==> config.mk <==
export PLATFORM = sky130hd
export DESIGN_NAME = iir_filter_transposed_df2
export DESIGN_NICKNAME = d
export VERILOG_FILES = /design/src/rtl/iirtdf2_pkg.sv /design/src/rtl/iir_filter_transposed_df2.sv
export SDC_FILE = /design/constraint.sdc
export NUM_CORES = 2
export LEC_CHECK = 0
export ABC_AREA = 1
export BUFFER_PORTS_ARGS = -buffer_cell sky130_fd_sc_hd__buf_2
export CAP_MARGIN = 30
export CELL_PAD_IN_SITES_DETAIL_PLACEMENT = 0
export CELL_PAD_IN_SITES_GLOBAL_PLACEMENT = 1
export CORE_ASPECT_RATIO = 1.75
export CORE_MARGIN = 1.5
export CORE_UTILIZATION = 50
export DETAILED_ROUTE_END_ITERATION = 8
export GPL_TIMING_DRIVEN = 0
export PLACE_DENSITY_LB_ADDON = 0.1
export SLEW_MARGIN = 20
export SYNTH_ARGS = -nofsm -noshare
export SYNTH_HDL_FRONTEND = slang
export SYNTH_SLANG_ARGS = --single-unit
==> constraint.sdc <==
create_clock -name clock -period 12.6 [get_ports clock]
set_input_delay 1.26 -clock clock [delete_from_list [all_inputs] [get_ports clock]]
set_output_delay 1.26 -clock clock [all_outputs]
set_load 0.02 [all_outputs]
==> src/rtl/iirtdf2_pkg.sv <==
// types and constants for the transposed direct form ii iir filter
// no dependencies; imported by iir_filter_transposed_df2

package iirtdf2_pkg;

   // filter order and field widths
   localparam int ORDER    = 3;
   localparam int NUM_CSR  = 7;
   localparam int CSR_W    = 3;
   localparam int COEF_W   = 16;
   localparam int SAMPLE_W = 16;
   localparam int OP_W     = 2;
   localparam int IDX_W    = 2;
   localparam int DELAY_W  = 40;
   localparam int FRAC_W   = 14;
   localparam int PROD_W   = COEF_W + SAMPLE_W;
   localparam int ACC_W    = DELAY_W + 1;
   localparam int DIFF_W   = DELAY_W + 2;

   // register indexes
   localparam logic [CSR_W-1:0] CSR_FF0 = CSR_W'(0);
   localparam logic [CSR_W-1:0] CSR_FB1 = CSR_W'(4);

   // b0 resets to 1.0 in q2.14
   localparam logic signed [COEF_W-1:0] COEF_ONE = COEF_W'(1 << FRAC_W);

   // rounding and saturation limits
   localparam logic signed [DIFF_W-1:0] ROUND_HALF = DIFF_W'(1 << (FRAC_W - 1));
   localparam logic signed [DIFF_W-1:0] Y_MAX = DIFF_W'((1 << (SAMPLE_W - 1)) - 1);
   localparam logic signed [DIFF_W-1:0] Y_MIN = -DIFF_W'(1 << (SAMPLE_W - 1));
   localparam logic signed [DIFF_W-1:0] D_MAX = (DIFF_W'(1) <<< (DELAY_W - 1)) - DIFF_W'(1);
   localparam logic signed [DIFF_W-1:0] D_MIN = -(DIFF_W'(1) <<< (DELAY_W - 1));

   typedef enum logic [OP_W-1:0] {
      OP_FILTER = 2'd0,
      OP_WRITE  = 2'd1,
      OP_READ   = 2'd2,
      OP_NONE   = 2'd3
   } op_type;

   typedef enum logic [2:0] {
      S_IDLE,
      S_MUL0,
      S_OUT_Y,
      S_TAP_A,
      S_TAP_W,
      S_DONE
   } state_type;

endpackage

==> src/rtl/iir_filter_transposed_df2.sv <==
// single-channel iir filter, transposed direct form ii, one shared multiplier
// depends on iirtdf2_pkg
//
// usage:
//   requests arrive on req_* with valid/stall; req_op selects filter a sample,
//   load a delay register or read a delay register back.
//   results leave on rsp_* with valid/stall: one per filter or read request,
//   none for a load or for the unused op code.
//   coefficients are written through csr_write_en/csr_index/csr_wdata; the
//   user must write them only while the block is idle, which the block does
//   not enforce. b0..b3 sit at indexes 0..3, a1..a3 at 4..6.
//   a filter request is accepted in S_IDLE; then S_MUL0 forms b0*x, S_OUT_Y
//   rounds y, and S_TAP_A and S_TAP_W take each delay register in turn as the
//   single 16x16 multiplier forms b*x and a*y; S_DONE loads the result
//   register. a read request goes from S_IDLE straight to S_DONE; a load takes
//   effect at once. req_stall is high for the whole of a request's work, so
//   a new request is taken only once the block is back in S_IDLE.
// reset clears the delay line, sets b0 to 1.0 and all other coefficients to
// zero. while rsp_stall holds a result, the next finished result waits in
// the block and req_stall stays high.

module iir_filter_transposed_df2
   import iirtdf2_pkg::*;
(
   input  logic                       clock,
   input  logic                       reset,
   // request channel
   input  logic                       req_valid,
   output logic                       req_stall,
   input  logic [OP_W-1:0]            req_op,
   input  logic signed [SAMPLE_W-1:0] req_sample,
   input  logic [IDX_W-1:0]           req_state_index,
   input  logic signed [DELAY_W-1:0]  req_state_value,
   // result channel
   output logic                       rsp_valid,
   input  logic                       rsp_stall,
   output logic signed [SAMPLE_W-1:0] rsp_filtered,
   output logic                       rsp_saturated,
   output logic                       rsp_is_state_read,
   output logic signed [DELAY_W-1:0]  rsp_state_read,
   // coefficient port
   input  logic                       csr_write_en,
   input  logic [CSR_W-1:0]           csr_index,
   input  logic [COEF_W-1:0]          csr_wdata
);

   state_type                   state_ff, state_in;
   logic [IDX_W-1:0]            tap_ff, tap_in;
   logic signed [COEF_W-1:0]    coef_ff [NUM_CSR];
   logic signed [DELAY_W-1:0]   delay_ff [ORDER];
   logic signed [SAMPLE_W-1:0]  x_ff;
   logic signed [SAMPLE_W-1:0]  y_ff;
   logic                        sat_ff;
   logic                        is_read_ff;
   logic signed [DELAY_W-1:0]   read_ff;
   logic signed [PROD_W-1:0]    prod_ff;
   logic signed [ACC_W-1:0]     acc_ff;
   logic                        rsp_valid_ff;
   logic signed [SAMPLE_W-1:0]  rsp_filtered_ff;
   logic                        rsp_saturated_ff;
   logic                        rsp_is_read_ff;
   logic signed [DELAY_W-1:0]   rsp_read_ff;

   logic [CSR_W-1:0]            coef_sel;
   logic                        mul_use_y;
   logic signed [COEF_W-1:0]    mul_a;
   logic signed [SAMPLE_W-1:0]  mul_b;
   logic signed [PROD_W-1:0]    mul_p;
   logic [IDX_W-1:0]            rd_addr;
   logic signed [DELAY_W-1:0]   rd_data;
   logic signed [ACC_W-1:0]     y_acc;
   logic signed [DIFF_W-1:0]    y_q;
   logic signed [SAMPLE_W-1:0]  y_sat;
   logic                        y_clip;
   logic signed [ACC_W-1:0]     tap_sum;
   logic signed [DIFF_W-1:0]    tap_diff;
   logic signed [DELAY_W-1:0]   d_sat;
   logic                        req_accept;
   logic                        rsp_load;

   // sequencer: next state, multiplier operand selection, request stall
   always_comb begin
      state_in  = state_ff;
      tap_in    = tap_ff;
      req_stall = 1'b1;
      coef_sel  = CSR_FF0;
      mul_use_y = 1'b0;
      case (state_ff)
         S_IDLE: begin
            req_stall = 1'b0;
            if (req_valid) begin
               case (op_type'(req_op))
                  OP_FILTER: state_in = S_MUL0;
                  OP_READ:   state_in = S_DONE;
                  default:   state_in = S_IDLE;
               endcase
            end
         end
         S_MUL0: begin
            coef_sel = CSR_FF0;
            state_in = S_OUT_Y;
         end
         S_OUT_Y: begin
            // first feedforward product of the delay update
            coef_sel = CSR_FF0 + CSR_W'(1);
            state_in = S_TAP_A;
         end
         S_TAP_A: begin
            coef_sel  = CSR_FB1 + CSR_W'(tap_ff);
            mul_use_y = 1'b1;
            state_in  = S_TAP_W;
         end
         S_TAP_W: begin
            if (tap_ff == IDX_W'(ORDER - 1)) begin
               tap_in   = '0;
               state_in = S_DONE;
            end else begin
               tap_in   = tap_ff + IDX_W'(1);
               coef_sel = CSR_FF0 + CSR_W'(tap_ff) + CSR_W'(2);
               state_in = S_TAP_A;
            end
         end
         S_DONE: begin
            if (!rsp_valid_ff || !rsp_stall) begin
               state_in = S_IDLE;
            end
         end
         default: begin
            state_in = S_IDLE;
         end
      endcase
   end

   assign req_accept = req_valid & ~req_stall;
   assign rsp_load   = (state_ff == S_DONE) && (!rsp_valid_ff || !rsp_stall);

   // shared multiplier
   assign mul_a = coef_ff[coef_sel];
   assign mul_b = mul_use_y ? y_ff : x_ff;
   assign mul_p = mul_a * mul_b;

   // delay line read port: request index when idle, register above the tap otherwise
   always_comb begin
      rd_addr = (state_ff == S_IDLE) ? req_state_index : tap_ff + IDX_W'(1);
      rd_data = '0;
      if (rd_addr < IDX_W'(ORDER)) begin
         rd_data = delay_ff[rd_addr];
      end
   end

   // output sample: round half up, then clip to 16 bits
   always_comb begin
      y_acc  = ACC_W'(delay_ff[0]) + ACC_W'(prod_ff);
      y_q    = (DIFF_W'(y_acc) + ROUND_HALF) >>> FRAC_W;
      y_sat  = y_q[SAMPLE_W-1:0];
      y_clip = 1'b0;
      if (y_q > Y_MAX) begin
         y_sat  = Y_MAX[SAMPLE_W-1:0];
         y_clip = 1'b1;
      end else if (y_q < Y_MIN) begin
         y_sat  = Y_MIN[SAMPLE_W-1:0];
         y_clip = 1'b1;
      end
   end

   // delay update: add feedforward term, subtract feedback term, clip to 40 bits
   always_comb begin
      tap_sum  = ACC_W'(rd_data) + ACC_W'(prod_ff);
      tap_diff = DIFF_W'(acc_ff) - DIFF_W'(prod_ff);
      d_sat    = tap_diff[DELAY_W-1:0];
      if (tap_diff > D_MAX) begin
         d_sat = D_MAX[DELAY_W-1:0];
      end else if (tap_diff < D_MIN) begin
         d_sat = D_MIN[DELAY_W-1:0];
      end
   end

   // registers
   always_ff @(posedge clock) begin
      if (reset) begin
         state_ff     <= S_IDLE;
         tap_ff       <= '0;
         rsp_valid_ff <= 1'b0;
         for (int i = 0; i < NUM_CSR; i++) begin
            coef_ff[i] <= (i == int'(CSR_FF0)) ? COEF_ONE : '0;
         end
         for (int i = 0; i < ORDER; i++) begin
            delay_ff[i] <= '0;
         end
      end else begin
         state_ff <= state_in;
         tap_ff   <= tap_in;
         prod_ff  <= mul_p;

         // coefficient writes
         if (csr_write_en && (csr_index < CSR_W'(NUM_CSR))) begin
            coef_ff[csr_index] <= csr_wdata;
         end

         // request capture
         if (req_accept) begin
            x_ff <= req_sample;
            case (op_type'(req_op))
               OP_FILTER: begin
                  is_read_ff <= 1'b0;
                  read_ff    <= '0;
               end
               OP_WRITE: begin
                  if (req_state_index < IDX_W'(ORDER)) begin
                     delay_ff[req_state_index] <= req_state_value;
                  end
               end
               OP_READ: begin
                  is_read_ff <= 1'b1;
                  read_ff    <= rd_data;
                  y_ff       <= '0;
                  sat_ff     <= 1'b0;
               end
               default: begin
               end
            endcase
         end

         // datapath steps
         case (state_ff)
            S_OUT_Y: begin
               y_ff   <= y_sat;
               sat_ff <= y_clip;
            end
            S_TAP_A: begin
               acc_ff <= tap_sum;
            end
            S_TAP_W: begin
               delay_ff[tap_ff] <= d_sat;
            end
            default: begin
            end
         endcase

         // result register
         if (rsp_load) begin
            rsp_valid_ff     <= 1'b1;
            rsp_filtered_ff  <= y_ff;
            rsp_saturated_ff <= sat_ff;
            rsp_is_read_ff   <= is_read_ff;
            rsp_read_ff      <= read_ff;
         end else if (!rsp_stall) begin
            rsp_valid_ff <= 1'b0;
         end
      end
   end

   assign rsp_valid         = rsp_valid_ff;
   assign rsp_filtered      = rsp_filtered_ff;
   assign rsp_saturated     = rsp_saturated_ff;
   assign rsp_is_state_read = rsp_is_read_ff;
   assign rsp_state_read    = rsp_read_ff;

   // tap counter never points past the last delay register
   a_tap_range: assert property (@(posedge clock) disable iff (reset)
      tap_ff < IDX_W'(ORDER))
      else $error("tap counter out of range");

   // the last tap update always leads to the result stage
   a_last_tap: assert property (@(posedge clock) disable iff (reset)
      (state_ff == S_TAP_W && tap_ff == IDX_W'(ORDER - 1)) |=> state_ff == S_DONE)
      else $error("sequencer skipped result stage");

   // a finished result waits while the previous one is held
   a_done_wait: assert property (@(posedge clock) disable iff (reset)
      (state_ff == S_DONE && rsp_valid_ff && rsp_stall) |=> state_ff == S_DONE)
      else $error("result dropped under stall");

   // a read result carries no output sample
   a_read_clean: assert property (@(posedge clock) disable iff (reset)
      (rsp_valid_ff && rsp_is_read_ff) |-> (rsp_filtered_ff == '0 && !rsp_saturated_ff))
      else $error("read result carries sample data");

   // a filter result carries no delay register contents
   a_filter_clean: assert property (@(posedge clock) disable iff (reset)
      (rsp_valid_ff && !rsp_is_read_ff) |-> rsp_read_ff == '0)
      else $error("filter result carries read data");

endmodule

### Yosys cells after proc, flatten, opt, wreduce, memory -nomap -nowiden

Memories as Yosys holds them, arrays and structs flattened.
Index checks and enable logic that the tools add are counted.

* add/subtract/negate cells: 7
* multiply operators: 1
* order comparisons: 7
* equality and inequality tests: 11
* mux-type cells: 51
* bitwise operators: 2
* reductions and logical operators: 19

Operator list (count)
* 40-bit two-way mux: 5
* 16-bit two-way mux: 7
* 40-bit by 32-bit adder with 41-bit output: 2
* 40-bit case mux with 2 select lines: 1
* 40-bit OR reduction: 2
* 41-bit by 15-bit adder with 42-bit output, second input constant: 1
* 42-bit by 40-bit greater-than comparator with 1-bit output, second input constant: 1
* 42-bit by 40-bit < comparator with 1-bit output, second input constant: 1
* 41-bit by 32-bit subtractor with 42-bit output: 1
* 16-bit by 16-bit multiplier with 32-bit output: 1
* 28-bit by 16-bit greater-than comparator with 1-bit output, second input constant: 1
* 28-bit by 16-bit < comparator with 1-bit output, second input constant: 1
* 1-bit two-way mux: 25
* 3-bit case mux with 6 select lines: 1
* 16-bit OR reduction: 1
* 3-bit two-way mux: 5
* 3-bit case mux with 3 select lines: 1
* 2-bit two-way mux: 4
* 2-bit AND reduction: 4
* 3-bit by 2-bit equality test with 1-bit output, second input constant: 2
* 3-bit equality test, second input constant: 2
* 3-bit case mux with 2 select lines: 1
* 3-bit AND reduction: 2
* 2-bit nonzero test: 3
* other kinds (18): 23

* bits in registers: 211
* memory bits (writable): 232
* output and inout bits: 60
* memories: 2

Memory list
* delay_ff: words 3, bits a word 40, rd ports 2, clocked after Yosys merged registers in 0, wr ports 3, RTL line iir_filter_transposed_df2.sv:50 `logic signed [DELAY_W-1:0] delay_ff [ORDER];`
* coef_ff: words 7, bits a word 16, rd ports 1, clocked after Yosys merged registers in 0, wr ports 7, RTL line iir_filter_transposed_df2.sv:49 `logic signed [COEF_W-1:0] coef_ff [NUM_CSR];`

### Logic depth before layout (Yosys ltp)

* depth after elaboration: 9
* depth in mapped cells: 36
* gate-level depth less buffers: 34

### Worst setup path after synthesis

OpenSTA, ideal clock, no wires.

* path kind: register to register
* start: register tap_ff[0]
* end: register prod_ff[28], data pin
* arrival time: 6.871 ns
* required time: 12.336 ns
* setup slack: 5.465 ns
* cell stages (with the launch flop): 32
* path buffers: 3
* clock period less this slack: 7.135 ns
* cell sequence: dfxtp_1 inv_1 ha_1 inv_1 nand3_1 nand3_1 buf_4 buf_4 nand2_1 a32o_1 nand2_1 o21ai_1 buf_2 nor2_1 inv_1 fa_1 inv_1 fa_1 fa_1 fa_1 fa_1 inv_1 fa_1 inv_1 ha_1 nand2_1 nor4_1 nand3_1 nand3_1 a31o_2 a31oi_1 xor2_1

* longest elaborated chain between the ends: 5
* elaborated cells on any way between the ends: 7

RTL lines
* start: declaration: RTL line iir_filter_transposed_df2.sv:48 `logic [IDX_W-1:0] tap_ff, tap_in;`
* start signal: assignment: RTL line iir_filter_transposed_df2.sv:192 `tap_ff <= tap_in;`
* 2-bit by 2-bit adder with 3-bit output / 2-bit equality test (equally long branches): RTL line iir_filter_transposed_df2.sv:119, iir_filter_transposed_df2.sv:114
* 3-bit two-way mux: RTL line iir_filter_transposed_df2.sv:114 `if (tap_ff == IDX_W'(ORDER - 1)) begin`
* 3-bit case mux with 3 select lines (*): RTL line iir_filter_transposed_df2.sv:88 `case (state_ff)`
* memory 7 x 16 bit (*)
* 16-bit by 16-bit multiplier with 32-bit output (*): RTL line iir_filter_transposed_df2.sv:140 `assign mul_p = mul_a * mul_b;`
* named net mul_p[28]: RTL line iir_filter_transposed_df2.sv:68 `logic signed [PROD_W-1:0] mul_p;`
* end signal: assignment: RTL line iir_filter_transposed_df2.sv:193 `prod_ff <= mul_p;`
* end: declaration: RTL line iir_filter_transposed_df2.sv:56 `logic signed [PROD_W-1:0] prod_ff;`

Mark *: on every way through the listed nets, which the timed path passes. The rest lies on a longest branch.
A chain may end at the register's enable or synchronous reset.

### Worst setup path in the final report

* start: register state_ff[2]
* end: register prod_ff[31], data pin

* longest elaborated chain between the ends: 4
* elaborated cells on any way between the ends: 8

RTL lines
* start: declaration: RTL line iir_filter_transposed_df2.sv:47 `state_type state_ff, state_in;`
* start signal: assignment: RTL line iir_filter_transposed_df2.sv:191 `state_ff <= state_in;`
* 3-bit equality test / 3-bit by 2-bit equality test with 1-bit output (equally long branches): RTL line iir_filter_transposed_df2.sv:88
* 3-bit case mux with 3 select lines / 1-bit two-way mux (equally long branches): RTL line iir_filter_transposed_df2.sv:88
* memory 7 x 16 bit / 16-bit two-way mux (equally long branches)
* 16-bit by 16-bit multiplier with 32-bit output (*): RTL line iir_filter_transposed_df2.sv:140
* named net mul_p[31]: RTL line iir_filter_transposed_df2.sv:68

Marked as above.

==> results.py <==
metrics = {
    "outcome": {
        "outcome": "finished clean",
    },
    "cells_and_area": {
        "syn_to_final_growth_pct": 10.1,
        "final_cell_mix": "nand2_1, inv_1, nor2_1",
        "regArea_sq_um": 13600,
        "multi_input_area_sq_um": 20100,
        "fin_area_sq_um": 40500,
        "fillers": 6884,
        "final_net_count": 5039,
        "drive_gt1_share_pct": 9.19,
        "layout_commonest_cell": "nand2_1",
        "num_antenna_cells": 0,
    },
    "placement": {
        "place_congestion": 1.03,
        "port_buffers": 142,
        "dp_slack_ps": 4000,
        "place_area_sq_um": 39000,
        "dp_hpwl_mm": 104,
    },
    "clock_network": {
        "cts_made_buffers": 44,
        "clk_pin_slew_ps": 70,
        "tritoncts": "built",
        "post_cts_resized": 0,
        "clockBufferDepth": 3,
        "cts_max_level": 2,
        "cts_sinks": 461,
        "post_cts_buffers": 0,
        "ctsRootBufferMaster": "clkbuf_16",
        "holdBufCountCts": 0,
        "insertion_delay_ps": 610,
    },
    "sta": {
        "layout_setup_ws_ps": 3850,
        "worst_slew_pin_slew_ps": 998,
        "drv_slew": 0,
        "fin_crit_sh_pct": 69.5,
        "fmax_ghz": 0.114,
        "max_slew_margin_pct": 32.8,
        "rsz0062_at_grt": "no",
        "period_minus_slack_ps": 8750,
        "finalHoldViolCount": 0,
        "setup_viol_count_final": 0,
        "fin_skew_ps": 18.7,
        "finalSetupTns_ps": 0,
    },
    "synthesis": {
        "synth_flop_cell": "edfxtp_1",
        "syn-instance-count": 4225,
        "yosysWarningCount": 0,
        "synth_cell_type_count": 55,
        "postSynth.asyncResetShare_pct": 0,
        "synth_seq_area_share_pct": 37.0,
        "syn_area_sq_um": 36800,
        "ys_ff_latch": 461,
        "avgSynthCellArea_sq_um": 8.71,
        "synth_edf_count": 439,
    },
    "die": {
        "die_area_sq_um": 75300,
        "die_w_microns": 208,
        "core_area_sq_um": 72900,
        "rows": 131,
        "die_h_microns": 362,
        "design.portCount": 144,
        "initial_core_util_pct": 50.4,
    },
    "routing": {
        "wl_per_cell_microns": 23.1,
        "drtIter0Drc": 1879,
        "drtAntennaViolNets": 0,
        "vias_per_cell": 5.45,
        "vias": 29500,
        "drt_first_pass_iters": 6,
        "drc": 0,
        "wl_mm": 125,
    },
    "critical_path": {
        "r2r-start": "state_ff[2]$_SDFFE_PP0P_",
        "cp_slowest_cell": "a21boi_1",
        "reg2reg_slack_ps": 3850,
        "end_kind": "flop",
        "path_class": "flop to flop",
        "r2r-end": "prod_ff[31]$_DFFE_PN_",
        "critPathArrivalTime_ps": 9120,
        "crit_path_max_incr_delay_ps": 700,
        "crit_top_cell": "inv_1",
        "start_kind": "flop",
        "critical_path_required_ps": 12960,
        "cp-endpoint": "prod_ff[31]$_DFFE_PN_",
        "crit_fanout": 10,
        "r2r_cells": 29,
        "cp-startpoint": "state_ff[2]$_SDFFE_PP0P_",
    },
    "global_route": {
        "grt_pass1_vias": 30200,
        "grt_antenna_before_repair": 2,
        "grt.total_usage_pct": 33.6,
        "grt_pass1_wl_mm": 183,
        "grt_max_degree": 41,
        "grt-ovfl-total": 0,
    },
    "min_path": {
        "holdCritPathClass": "flop to flop",
    },
    "job": {
        "maxCapViolations": 0,
    },
}
## cells by family after synthesis
family | share of synthesized area (%)
AO/OA/AOI/OAI | 10.3
XOR/XNOR | 2.90
adder cells (fa/ha/maj) | 22.7
buffers and inverters | 8.65
flip-flops | 37.0
other | 0.0102
AND/OR/NAND/NOR | 18.4
## sequential cells by signal (all words and copies together), names as in the netlist, 3 cells and up
name,cells
coef_ff,128
delay_ff,122
rsp_filtered,16
acc_ff,41
x_ff,16
prod_ff,32
y_ff,16
rsp_state_read,40
state_ff,3
read_ff,40
## routing by layer
metal  GRT usage [%]  wire length (microns)  share of wire, %
met3            3.16                   5100               4.1
met1            32.0                  40300                32
met4            30.0                  13400                11
met5               0                      0                 0
met2            63.6                  66000                53
## through the flow
stage	util [%]	hold WS, ps	cells
detailed placement	53.5	405	5330
global placement	53.1	401	5313
CTS	55.5	420	5411
finish	55.5	418	5412
global route	55.5	424	5412
floorplan	-	400	4240
## worst min-delay path by stage
stage / from / end / cells after the start
3_5_place_dp: sat_ff$_SDFFCE_PP0P_ / rsp_saturated$_DFFE_PP_ / 0
5_1_grt: read_ff[31]$_SDFFCE_PN0P_ / rsp_state_read[31]$_DFFE_PP_ / 0
2_1_floorplan: is_read_ff$_DFFE_PP_ / rsp_is_state_read$_DFFE_PP_ / 0
3_3_place_gp: sat_ff$_SDFFCE_PP0P_ / rsp_saturated$_DFFE_PP_ / 0
6_report: read_ff[33]$_SDFFCE_PN0P_ / rsp_state_read[33]$_DFFE_PP_ / 0
4_1_cts: read_ff[33]$_SDFFCE_PN0P_ / rsp_state_read[33]$_DFFE_PP_ / 0
## critical path: cells and delay by family, from the launching register on
kind | cells | cell delay [ps]
xor gates and xnor gates | 1 | 370
and+or+nand+nor | 3 | 420
adders and majority gates | 7 | 3270
buffers and inverters | 10 | 1310
AOI/OAI and AO/OA | 8 | 2780
DFF | 1 | 330
## cell type report
cell class	count	share of cell area, %
Sequential cell	461	33.6
Clock buffer	49	2.79
Clock inverter	32	0.920
Tap cell	931	2.88
Inverter	723	6.70
Multi-Input combinational cell	2956	49.6
Timing Repair Buffer	160	2.30
Buffer	100	1.16
## cells in the mapped netlist (4+ instances only)
library cell / number / share of area [%]
nor2_2: 13 / 0.22
o21ai_1: 16 / 0.22
a31oi_1: 23 / 0.39
inv_1: 705 / 7.2
clkbuf_1: 57 / 0.58
nor3_1: 20 / 0.27
a32o_1: 32 / 0.87
xor2_1: 67 / 1.6
a21boi_0: 13 / 0.27
inv_2: 17 / 0.17
o21ai_0: 128 / 1.7
nor2_1: 554 / 5.7
o221ai_1: 4 / 0.095
a21oi_1: 290 / 3.9
ha_1: 245 / 8.3
nand2_2: 38 / 0.65
edfxtp_1: 439 / 36
nand4_1: 20 / 0.34
buf_2: 29 / 0.39
fa_1: 264 / 14
nand3_2: 8 / 0.22
dfxtp_1: 22 / 1.2
xnor2_1: 55 / 1.3
or2_2: 14 / 0.24
o21ai_2: 34 / 0.81
nor4_1: 6 / 0.10
nand3b_1: 11 / 0.22
nand2_1: 917 / 9.4
o211ai_1: 8 / 0.16
nand3_1: 67 / 0.91
a21o_1: 12 / 0.24
and2_1: 5 / 0.085
o21bai_1: 50 / 1.0
buf_1: 6 / 0.061
Power is not shown: default switching activity piles up to over one toggle a cycle in this logic, so the estimate is an artifact.
